**src/hdl/spq_pkg.sv**
```systemverilog
// ----------------------------------------------------------------------------
// spq_pkg
// Shared types and constants for the score priority pairing queue: entry
// layout, result codes, controller states and the command/status bundles.
// ----------------------------------------------------------------------------
package spq_pkg;

  localparam int ID_W        = 16;
  localparam int SCORE_W     = 32;
  localparam int ARR_W       = 32;
  localparam int GAP_W       = 32;
  localparam int COUNT_OUT_W = 5;

  localparam int S_TDATA_W   = ID_W + SCORE_W;                  // 48, whole bytes
  localparam int M_COUNT_LSB = 2 * ID_W;
  localparam int M_TDATA_W   = 40;
  localparam int M_PAD_W     = M_TDATA_W - 2 * ID_W - COUNT_OUT_W;

  localparam logic [GAP_W-1:0] GAP_RESET = 32'd1000000;

  localparam logic MODE_ENTER = 1'b0;
  localparam logic MODE_MATCH = 1'b1;

  typedef enum logic [1:0] {
    ST_DONE   = 2'd0,
    ST_FULL   = 2'd1,
    ST_FEW    = 2'd2,
    ST_NOPART = 2'd3
  } status_t;

  typedef struct packed {
    logic [ID_W-1:0]           id;
    logic signed [SCORE_W-1:0] score;
    logic [ARR_W-1:0]          arrival;
  } entry_t;

  typedef enum logic [3:0] {
    S_IDLE,
    S_ENT_CHK,
    S_ENT_RD,
    S_ENT_EV,
    S_ENT_PUT,
    S_MAT_CHK,
    S_MAT_WAIT,
    S_MAT_HEAD,
    S_MAT_RD,
    S_MAT_EV,
    S_MAT_SEL,
    S_CMP_RD,
    S_CMP_EV,
    S_RESP
  } state_t;

  // controller -> datapath
  typedef struct packed {
    logic    load_item;
    logic    ent_begin;
    logic    ent_step;
    logic    ent_put0;
    logic    mat_begin;
    logic    mat_head;
    logic    mat_step;
    logic    cmp_begin;
    logic    cmp_step;
    logic    res_load;
    status_t res_code;
    logic    out_load;
  } cmd_t;

  // datapath -> controller
  typedef struct packed {
    logic full;
    logic few;
    logic cnt_zero;
    logic ent_less;
    logic idx_zero;
    logic idx_last;
    logic hit_hi;
    logic found_any;
    logic out_free;
  } sts_t;

endpackage

```
**src/hdl/spq_ctrl.sv**
```systemverilog
// ----------------------------------------------------------------------------
// spq_ctrl
// Sequencer for the pairing queue: walks the entry memory for insertion,
// partner search and compaction, and hands the result to the output stage.
// ----------------------------------------------------------------------------
module spq_ctrl
  import spq_pkg::*;
(
  input  logic clk,
  input  logic rst,
  input  logic s_tvalid,
  output logic s_tready,
  input  logic mode,
  input  sts_t sts,
  output cmd_t cmd
);

  state_t state, state_next;

  always_ff @(posedge clk) begin
    if (rst) begin
      state <= S_IDLE;
    end else begin
      state <= state_next;
    end
  end

  assign s_tready = (state == S_IDLE);

  always_comb begin
    state_next = state;
    case (state)
      S_IDLE: begin
        if (s_tvalid) begin
          state_next = (mode == MODE_MATCH) ? S_MAT_CHK : S_ENT_CHK;
        end
      end
      S_ENT_CHK: begin
        if (sts.full) state_next = S_RESP;
        else if (sts.cnt_zero) state_next = S_ENT_PUT;
        else state_next = S_ENT_RD;
      end
      S_ENT_RD:  state_next = S_ENT_EV;
      S_ENT_EV: begin
        if (!sts.ent_less) state_next = S_RESP;
        else if (sts.idx_zero) state_next = S_ENT_PUT;
        else state_next = S_ENT_RD;
      end
      S_ENT_PUT:  state_next = S_RESP;
      S_MAT_CHK:  state_next = sts.few ? S_RESP : S_MAT_WAIT;
      S_MAT_WAIT: state_next = S_MAT_HEAD;
      S_MAT_HEAD: state_next = S_MAT_RD;
      S_MAT_RD:   state_next = S_MAT_EV;
      S_MAT_EV: begin
        state_next = (sts.hit_hi || sts.idx_last) ? S_MAT_SEL : S_MAT_RD;
      end
      S_MAT_SEL:  state_next = sts.found_any ? S_CMP_RD : S_RESP;
      S_CMP_RD:   state_next = S_CMP_EV;
      S_CMP_EV:   state_next = sts.idx_last ? S_RESP : S_CMP_RD;
      S_RESP:     state_next = sts.out_free ? S_IDLE : S_RESP;
      default:    state_next = S_IDLE;
    endcase
  end

  always_comb begin
    cmd = '0;
    cmd.res_code = ST_DONE;
    case (state)
      S_IDLE:    cmd.load_item = s_tvalid;
      S_ENT_CHK: begin
        if (sts.full) begin
          cmd.res_load = 1'b1;
          cmd.res_code = ST_FULL;
        end else begin
          cmd.ent_begin = 1'b1;
        end
      end
      S_ENT_EV:  cmd.ent_step = 1'b1;
      S_ENT_PUT: cmd.ent_put0 = 1'b1;
      S_MAT_CHK: begin
        if (sts.few) begin
          cmd.res_load = 1'b1;
          cmd.res_code = ST_FEW;
        end else begin
          cmd.mat_begin = 1'b1;
        end
      end
      S_MAT_HEAD: cmd.mat_head = 1'b1;
      S_MAT_EV:   cmd.mat_step = 1'b1;
      S_MAT_SEL: begin
        if (sts.found_any) begin
          cmd.cmp_begin = 1'b1;
        end else begin
          cmd.res_load = 1'b1;
          cmd.res_code = ST_NOPART;
        end
      end
      S_CMP_EV: cmd.cmp_step = 1'b1;
      S_RESP:   cmd.out_load = sts.out_free;
      default:  cmd = '0;
    endcase
  end

endmodule

```
**src/hdl/spq_dp.sv**
```systemverilog
// ----------------------------------------------------------------------------
// spq_dp
// Datapath for the pairing queue: sorted entry memory, count and arrival
// registers, scan pointers, compare logic and the output register.
// ----------------------------------------------------------------------------
module spq_dp
  import spq_pkg::*;
#(
  parameter int QUEUE_DEPTH = 16
) (
  input  logic                   clk,
  input  logic                   rst,
  input  logic [S_TDATA_W-1:0]   s_tdata,
  input  logic                   cfg_valid,
  input  logic [GAP_W-1:0]       cfg_data,
  output logic                   m_tvalid,
  input  logic                   m_tready,
  output logic [M_TDATA_W-1:0]   m_tdata,
  output logic [1:0]             m_tuser,
  input  cmd_t                   cmd,
  output sts_t                   sts
);

  localparam int AW = $clog2(QUEUE_DEPTH);
  localparam int CW = $clog2(QUEUE_DEPTH + 1);

  entry_t mem [QUEUE_DEPTH];
  entry_t rd_q;

  logic [CW-1:0]             count;
  logic [ARR_W-1:0]          next_arrival;
  logic [GAP_W-1:0]          gap;

  logic [ID_W-1:0]           new_id;
  logic signed [SCORE_W-1:0] new_score;
  logic [ARR_W-1:0]          new_arr;
  logic [ID_W-1:0]           head_id;
  logic signed [SCORE_W-1:0] head_score;
  logic [CW-1:0]             idx;
  logic [AW-1:0]             dst;
  logic [AW-1:0]             pick;
  logic                      hi_found, lo_found;
  logic [AW-1:0]             hi_pos, lo_pos;
  status_t                   res_code;
  logic [ID_W-1:0]           res_fid, res_sid;

  entry_t                    new_entry;
  logic                      ent_less;
  logic                      id_ok, cond_hi, cond_lo;
  logic signed [SCORE_W:0]   diff;
  logic                      we;
  logic [AW-1:0]             wa;
  entry_t                    wd;

  assign new_entry = '{id: new_id, score: new_score, arrival: new_arr};

  // entry sorts after the new one: lower score, or same score and older
  assign ent_less = (rd_q.score < new_score) ||
                    ((rd_q.score == new_score) && (rd_q.arrival < new_arr));

  assign id_ok   = (rd_q.id != head_id);
  assign diff    = {head_score[SCORE_W-1], head_score} - {rd_q.score[SCORE_W-1], rd_q.score};
  assign cond_hi = id_ok && (rd_q.score >= head_score);
  assign cond_lo = id_ok && !diff[SCORE_W] && (diff != '0) && (diff[SCORE_W-1:0] < gap);

  always_comb begin
    sts.full      = (count == CW'(QUEUE_DEPTH));
    sts.few       = (count < CW'(2));
    sts.cnt_zero  = (count == '0);
    sts.ent_less  = ent_less;
    sts.idx_zero  = (idx == '0);
    sts.idx_last  = (idx == count - CW'(1));
    sts.hit_hi    = cond_hi;
    sts.found_any = hi_found || lo_found;
    sts.out_free  = !m_tvalid || m_tready;
  end

  // single write port: insertion shift, new entry, or compaction move
  always_comb begin
    we = 1'b0;
    wa = '0;
    wd = rd_q;
    if (cmd.ent_step) begin
      we = 1'b1;
      wa = idx[AW-1:0] + AW'(1);
      wd = ent_less ? rd_q : new_entry;
    end else if (cmd.ent_put0) begin
      we = 1'b1;
      wd = new_entry;
    end else if (cmd.cmp_step && (idx[AW-1:0] != pick)) begin
      we = 1'b1;
      wa = dst;
    end
  end

  always_ff @(posedge clk) begin
    if (we) begin
      mem[wa] <= wd;
    end
    rd_q <= mem[idx[AW-1:0]];
  end

  always_ff @(posedge clk) begin
    if (rst) begin
      count        <= '0;
      next_arrival <= '0;
      gap          <= GAP_RESET;
      m_tvalid     <= 1'b0;
    end else begin
      if (cfg_valid) gap <= cfg_data;
      if (cmd.ent_begin) next_arrival <= next_arrival + ARR_W'(1);
      if ((cmd.ent_step && !ent_less) || cmd.ent_put0) count <= count + CW'(1);
      if (cmd.cmp_step && sts.idx_last) count <= count - CW'(2);
      if (cmd.out_load) m_tvalid <= 1'b1;
      else if (m_tready) m_tvalid <= 1'b0;
    end
  end

  always_ff @(posedge clk) begin
    if (cmd.load_item) begin
      new_id    <= s_tdata[ID_W-1:0];
      new_score <= s_tdata[S_TDATA_W-1:ID_W];
      res_code  <= ST_DONE;
      res_fid   <= '0;
      res_sid   <= '0;
    end
    if (cmd.res_load) res_code <= cmd.res_code;
    if (cmd.ent_begin) begin
      new_arr <= next_arrival;
      idx     <= count - CW'(1);
    end
    if (cmd.ent_step && ent_less) idx <= idx - CW'(1);
    if (cmd.mat_begin) idx <= '0;
    if (cmd.mat_head) begin
      head_id    <= rd_q.id;
      head_score <= rd_q.score;
      idx        <= CW'(1);
      hi_found   <= 1'b0;
      lo_found   <= 1'b0;
    end
    if (cmd.mat_step) begin
      if (cond_hi) begin
        hi_found <= 1'b1;
        hi_pos   <= idx[AW-1:0];
      end
      if (cond_lo && !lo_found) begin
        lo_found <= 1'b1;
        lo_pos   <= idx[AW-1:0];
      end
      idx <= idx + CW'(1);
    end
    if (cmd.cmp_begin) begin
      pick    <= hi_found ? hi_pos : lo_pos;
      res_fid <= head_id;
      idx     <= CW'(1);
      dst     <= '0;
    end
    if (cmd.cmp_step) begin
      if (idx[AW-1:0] == pick) res_sid <= rd_q.id;
      else dst <= dst + AW'(1);
      idx <= idx + CW'(1);
    end
    if (cmd.out_load) begin
      m_tdata <= {{M_PAD_W{1'b0}}, COUNT_OUT_W'(count), res_sid, res_fid};
      m_tuser <= res_code;
    end
  end

endmodule

```
**src/hdl/score_priority_pairing_queue_core.sv**
```systemverilog
// ----------------------------------------------------------------------------
// score_priority_pairing_queue_core
// Bounded priority queue of requesters sorted by score, with pairing.
// ----------------------------------------------------------------------------
// One item is handled at a time; its result lands in an output register so
// the next item is accepted while that result waits. An enter item steps
// through the queued entries that sort behind the new one; a pairing reads
// the head, scans for a partner and then runs a compaction pass, and each
// entry visit is a registered memory read. A full queue, or fewer than two
// queued for a pairing, gives a status with no walk, and with no partner
// the compaction pass is skipped. A result still waiting in the output
// register holds the next one back before s_tready rises again.
// The gap register may be written whenever the queue is idle; cfg_ready is
// always high.
// ----------------------------------------------------------------------------
module score_priority_pairing_queue_core
  import spq_pkg::*;
#(
  parameter int QUEUE_DEPTH = 16
) (
  input  logic                 clk,
  input  logic                 rst,
  input  logic                 s_tvalid,
  output logic                 s_tready,
  input  logic [S_TDATA_W-1:0] s_tdata,   // [15:0] user_id, [47:16] score
  input  logic                 s_tuser,   // [0] mode
  output logic                 m_tvalid,
  input  logic                 m_tready,
  output logic [M_TDATA_W-1:0] m_tdata,   // [15:0] first_id, [31:16] second_id,
                                          // [36:32] count_after, [39:37] zero
  output logic [1:0]           m_tuser,   // [1:0] status
  input  logic                 cfg_valid,
  output logic                 cfg_ready,
  input  logic [GAP_W-1:0]     cfg_data   // max_lower_gap
);

  cmd_t cmd;
  sts_t sts;

  assign cfg_ready = 1'b1;

  spq_ctrl u_ctrl (
    .clk      (clk),
    .rst      (rst),
    .s_tvalid (s_tvalid),
    .s_tready (s_tready),
    .mode     (s_tuser),
    .sts      (sts),
    .cmd      (cmd)
  );

  spq_dp #(
    .QUEUE_DEPTH (QUEUE_DEPTH)
  ) u_dp (
    .clk       (clk),
    .rst       (rst),
    .s_tdata   (s_tdata),
    .cfg_valid (cfg_valid),
    .cfg_data  (cfg_data),
    .m_tvalid  (m_tvalid),
    .m_tready  (m_tready),
    .m_tdata   (m_tdata),
    .m_tuser   (m_tuser),
    .cmd       (cmd),
    .sts       (sts)
  );

endmodule

```
**config.mk**
```make
export PLATFORM = sky130hd
export DESIGN_NAME = score_priority_pairing_queue_core
export DESIGN_NICKNAME = d
export VERILOG_FILES = /design/src/hdl/spq_pkg.sv /design/src/hdl/spq_ctrl.sv /design/src/hdl/spq_dp.sv /design/src/hdl/score_priority_pairing_queue_core.sv
export SDC_FILE = /design/constraint.sdc
export NUM_CORES = 2
export LEC_CHECK = 0
export BUFFER_PORTS_ARGS = -buffer_cell sky130_fd_sc_hd__buf_2
export CAP_MARGIN = 30
export CORE_MARGIN = 5
export CORE_UTILIZATION = 41
export DETAILED_ROUTE_END_ITERATION = 10
export GPL_TIMING_DRIVEN = 1
export MAX_ROUTING_LAYER = met4
export PLACE_DENSITY = 0.52
export SLEW_MARGIN = 20
export SYNTH_ARGS = -nofsm -noshare
export SYNTH_HDL_FRONTEND = slang
export SYNTH_HIERARCHICAL = 1
export SYNTH_SLANG_ARGS = --single-unit
export TNS_END_PERCENT = 100
```
**constraint.sdc**
```tcl
create_clock -name clk -period 8.5 [get_ports clk]
set_clock_uncertainty 0.1 [all_clocks]
set_input_delay 2.125 -clock clk [delete_from_list [all_inputs] [get_ports clk]]
set_output_delay 2.125 -clock clk [all_outputs]
set_load 0.1 [all_outputs]
```
After elaboration in Yosys (flattened, before gate mapping)
Memories as Yosys holds them, arrays and structs flattened. A register that Yosys moved wholly into a read port is not among the register bits.
Index checks and enable logic that the tools add are counted.
Word-level totals
  bits in registers: 298
  memory bits (writable): 1280
  bits of input ports: 86
  output and inout port bits: 45
  word-level logic and storage cells: 155
  memories kept: 1
Memories
  u_dp.mem: depth 16, width 80, rd ports 1, clocked after Yosys merged registers in 1, write ports 1, RTL line spq_dp.sv:27  | entry_t mem [QUEUE_DEPTH];
Cells by class
  add/sub/neg operators: 9
  order comparisons: 5
  eq/ne operators: 20
  muxes and demuxes: 68
  reductions and logical operators: 30
Operators by type and width (number)
  2-to-1 mux 80 bit: 3
  less-than comparator 32 bit: 3
  2-to-1 mux 16 bit: 5
  one-hot mux 4 bit (14 select lines): 1
  2-to-1 mux 4 bit: 12
  2-to-1 mux 5 bit: 9
  nonzero test 33 bit: 1
  subtractor 32 x 32 -> 33 bit: 1
  adder 32 x 1 -> 32 bit, second input constant: 1
  equality test 32 bit: 1
  >= comparator 32 bit: 1
  2-to-1 mux 1 bit: 26
  equality test 4 bit, second input constant: 6
  2-to-1 mux 3 bit: 8
  equality test 4 x 3 -> 1 bit, second input constant: 4
  inequality test 16 bit: 1
  adder 5 x 1 -> 5 bit, second input constant: 2
  logical AND 1 bit: 10
  zero test 5 bit: 2
  subtractor 5 x 1 -> 5 bit, second input constant: 2
  one-hot mux 3 bit (3 select lines): 1
  adder 4 x 1 -> 4 bit, second input constant: 2
  equality test 4 x 2 -> 1 bit, second input constant: 2
  nonzero test 2 bit: 4
  other kinds (14): 24

Logic depth before layout (Yosys ltp)
  depth after elaboration: 10
  mapped depth: 20
  gate-level depth less buffers: 20

Cells and area by module
The synthesis kept the hierarchy.
By module, submodules not included
  spq_dp: times used 1, cells an instance 3407, area an instance 65631.7 um^2, sequential area each 47946.0 um^2
  spq_ctrl: times used 1, cells an instance 85, area an instance 554.3 um^2, sequential area each 80.1 um^2
  score_priority_pairing_queue_core: times used 1, cells an instance 2, area an instance 11.3 um^2, sequential area each 0.0 um^2

Worst setup path after synthesis
Ideal clock, no wire load.
  kind: reg-to-reg
  start point: register u_dp.count[0]
  end point: register u_dp.next_arrival[31]
  arrival: 6.004 ns
  data required time: 8.272 ns
  setup slack: 2.268 ns
  cell stages (with the launch flop): 15
  clock period less this slack: 6.232 ns
  cells stage by stage: dfxtp_1 -> inv_1 -> ha_1 -> and3_1 -> nor4_1 -> clkbuf_1 -> and4_1 -> and2_1 -> and3_1 -> nor2b_1 -> clkbuf_1 -> nand2_1 -> or4_1 -> xor2_1 -> nor2_1
RTL lines
  start: declaration: RTL line spq_dp.sv:30  | logic [CW-1:0] count;
  start signal: assignment: RTL line spq_dp.sv:112  | if ((cmd.ent_step && !ent_less) || cmd.ent_put0) count <= count + CW'(1);
  start signal: assignment: RTL line spq_dp.sv:113  | if (cmd.cmp_step && sts.idx_last) count <= count - CW'(2);
  end signal: assignment: RTL line spq_dp.sv:111  | if (cmd.ent_begin) next_arrival <= next_arrival + ARR_W'(1);
  end: declaration: RTL line spq_dp.sv:31  | logic [ARR_W-1:0] next_arrival;

==> impl_metrics.json <==
{
  "status": "complete, no violations",
  "wl_per_cell_um": 25.95,
  "finalSetupViolCount": 0,
  "path_clk_slew_ps": 60,
  "async_flop_share_pct": 0,
  "drt-initial-drc-count": 2849,
  "min_period_over_period_pct": 61.27,
  "ys_ff_latch": 1658,
  "drive_above_1_share_pct": 25.14,
  "drt_first_pass_iters": 5,
  "pin_count": 131,
  "overflow": 0,
  "synth_area_per_cell_um2": 18.95,
  "final_util_pct": 47.11,
  "slew-limit-headroom_pct": 30.43,
  "worstSetupEndpointType": "flop",
  "cts-htree-levels": 4,
  "synthFlopType": "edfxtp_1",
  "clk_latency_ps": 800,
  "crit_top_cell": "nand2_1",
  "startpoint_type": "flop",
  "antenna_found_initial": 14,
  "synth_edf_count": 1482,
  "clockRootBuffer": "clkbuf_16",
  "tightest_slew_ps": 1044,
  "synth_top_area_share_pct": 67.23,
  "netlist_instances": 3494,
  "yosys-top-cells-area": "edfxtp_1 67%, mux4_2 14%, dfxtp_1 5.3%",
  "ys_types": 80,
  "grt_pass1_vias": 33430,
  "core_area_um2": 160600,
  "yosysSeqAreaShare_pct": 72.55,
  "fillers": 13480,
  "grt_pass1_wl_mm": 230.9,
  "nNetsFinal": 3963,
  "hold_buffers": 0,
  "gp_congestion": 0.8327,
  "postCtsResizedCells": 0,
  "syn2layout_area_growth_pct": 14.26,
  "fmax_mhz": 192.0,
  "leakage_nw": 25.46,
  "hold_class": "flop to flop",
  "slew_violations": 0,
  "finalHoldViolations": 0,
  "cts_setup_buffers": 0,
  "start_util_pct": 41.23,
  "cp_max_fo": 41,
  "required_ps": 8800,
  "yosysMostFrequentCell": "edfxtp_1",
  "cts_tree": "yes",
  "yosys_warnings": 6,
  "arrival_ps": 5510,
  "cts.path.max_buffers": 3,
  "fin_tns_setup_ps": 0,
  "portBuffers": 126,
  "num_rows": 147,
  "synthTopCellsByCount": "1482 x edfxtp_1, 400 x mux4_2, 176 x dfxtp_1",
  "wl_mm": 157.0,
  "die_h_um": 411.8,
  "rsz0062_at_grt": "false",
  "power.density_nw_per_um2": 353.9,
  "ir_drop_mv": 0.2969,
  "grt_use_total_pct": 19.12,
  "die_x_um": 411.8,
  "grt_max_degree": 141,
  "vias": 32750,
  "clock_sinks": 1658,
  "numCtsBuffers": 176,
  "cp_slowest_stage_delay_ps": 830,
  "drv_cap": 0,
  "die_area_um2": 169600,
  "drc": 0,
  "ant_nets": 0,
  "worstSetupPathType": "flop to flop",
  "period_minus_slack_ps": 5208,
  "synth_area_leader_cell": "edfxtp_1",
  "dp.final_hpwl_mm": 88.88,
  "cp_slowest_cell": "dfxtp_1",
  "crit_chain": "nand2b_1 > nor2_1 > nand2_1 > nor2_1 > nand2_1 > o21ai_0 > nand2_1 > nor2_4 > buf_4",
  "netlist_area_um2": 66200,
  "via_per_inst": 5.412
}
-- flip-flops by register name, indices dropped and copies added, names as in the netlist, 2 cells and up --
signal	cells
u_ctrl/state	4
u_dp/count	5
u_dp/dst	4
u_dp/gap	32
u_dp/head_id	16
u_dp/head_score	32
u_dp/hi_pos	4
u_dp/idx	5
u_dp/lo_pos	4
u_dp/m_tdata	37
u_dp/m_tuser	2
u_dp/mem	1280
u_dp/new_arr	32
u_dp/new_id	16
u_dp/new_score	32
u_dp/next_arrival	32
u_dp/pick	4
u_dp/rd_q	80
u_dp/res_code	2
u_dp/res_fid	16
u_dp/res_sid	16
-- final timing paths --
path                         from               to  slack (ps)  cells after the start
hold reg to reg   u_dp/res_fid[4]  u_dp/m_tdata[4]         320                      0
hold / removal    u_dp/res_fid[4]  u_dp/m_tdata[4]         320                      0
setup / recovery  u_ctrl/state[2]  u_dp/mem[1][36]        3290                      9
setup reg to reg  u_ctrl/state[2]  u_dp/mem[1][36]        3290                      9
-- cell families (layout without fill, tap and decap cells) --
| group | after synthesis | in the layout | synth area share, % |
|---|---|---|---|
| buf+inv | 323 | 714 | 1.990 |
| fa+ha+maj | 138 | 138 | 2.620 |
| other cells | 2 | 9 | 0.01134 |
| compound gates | 307 | 307 | 2.884 |
| mux | 487 | 487 | 15.05 |
| flops | 1658 | 1658 | 72.55 |
| xor+xnor | 92 | 92 | 1.217 |
| simple gates | 487 | 487 | 3.676 |
-- power breakdown --
part | leakage [nW] | internal, W | switching [W] | total, W
logic | 7.83 | 0.00301 | 0.00479 | 0.00780
clock network | 2.77 | 0.00436 | 0.00312 | 0.00748
registers | 14.9 | 0.0110 | 0.000445 | 0.0115
-- area by class of cell --
| class | instances | area [µm²] | area share, % |
|---|---|---|---|
| Sequential cell | 1658 | 48030 | 63.49 |
| Antenna cell | 5 | 12.51 | 0.01654 |
| Timing Repair Buffer | 216 | 1582 | 2.091 |
| Multi-Input combinational cell | 1515 | 17020 | 22.51 |
| Clock buffer | 232 | 4747 | 6.276 |
| Inverter | 172 | 645.6 | 0.8535 |
| Tap cell | 2160 | 2703 | 3.573 |
| Clock inverter | 94 | 900.9 | 1.191 |
-- critical path, delay by kind of cell (launching register included) --
kind	cells	cell delay, ps
buf+inv	1	800
compound gates	1	150
simple gates	7	2860
flops	1	830
-- layer usage --
metal | up-vias | track usage, % | part of all wire [%]
li1 | 14460 | - | -
met1 | 17240 | 28.11 | 47
met2 | 864 | 27.85 | 45
met3 | 195 | 3.679 | 6.3
met4 | 0 | 4.393 | 1.8
met5 | - | - | 0
-- cell usage in the layout (no fill, tap or decap), drive strengths merged, types with 57 or more instances in the layout --
cell type  Yosys  routed
buf           63     216
clkbuf        88     232
inv          172     178
xor2          62      62
clkinv         0      71
dfxtp        176     176
o21ai        104     104
nand2        128     128
mux2          57      57
mux4         400     400
a21oi         90      90
edfxtp      1482    1482
ha           137     137
nor2         133     133
-- stage by stage --
| stage | cells | hold slack [ps] | instance area [µm²] | power (W) | setup WS (ps) |
|---|---|---|---|---|---|
| after floorplan | 3496 | 300.3 | 66200 | 0.01679 | 2268 |
| after global routing | 6049 | 319.5 | 75630 | 0.02816 | 2744 |
| after global placement | 5710 | 306.3 | 69760 | 0.01950 | 2231 |
| after detailed placement | 5718 | 304.5 | 69920 | 0.01956 | 3332 |
| final | 6052 | 317.9 | 75640 | 0.02677 | 3292 |
| after CTS | 6044 | 318.7 | 75570 | 0.02710 | 3288 |
No activity file was read; power rests on OpenSTA's default activity.
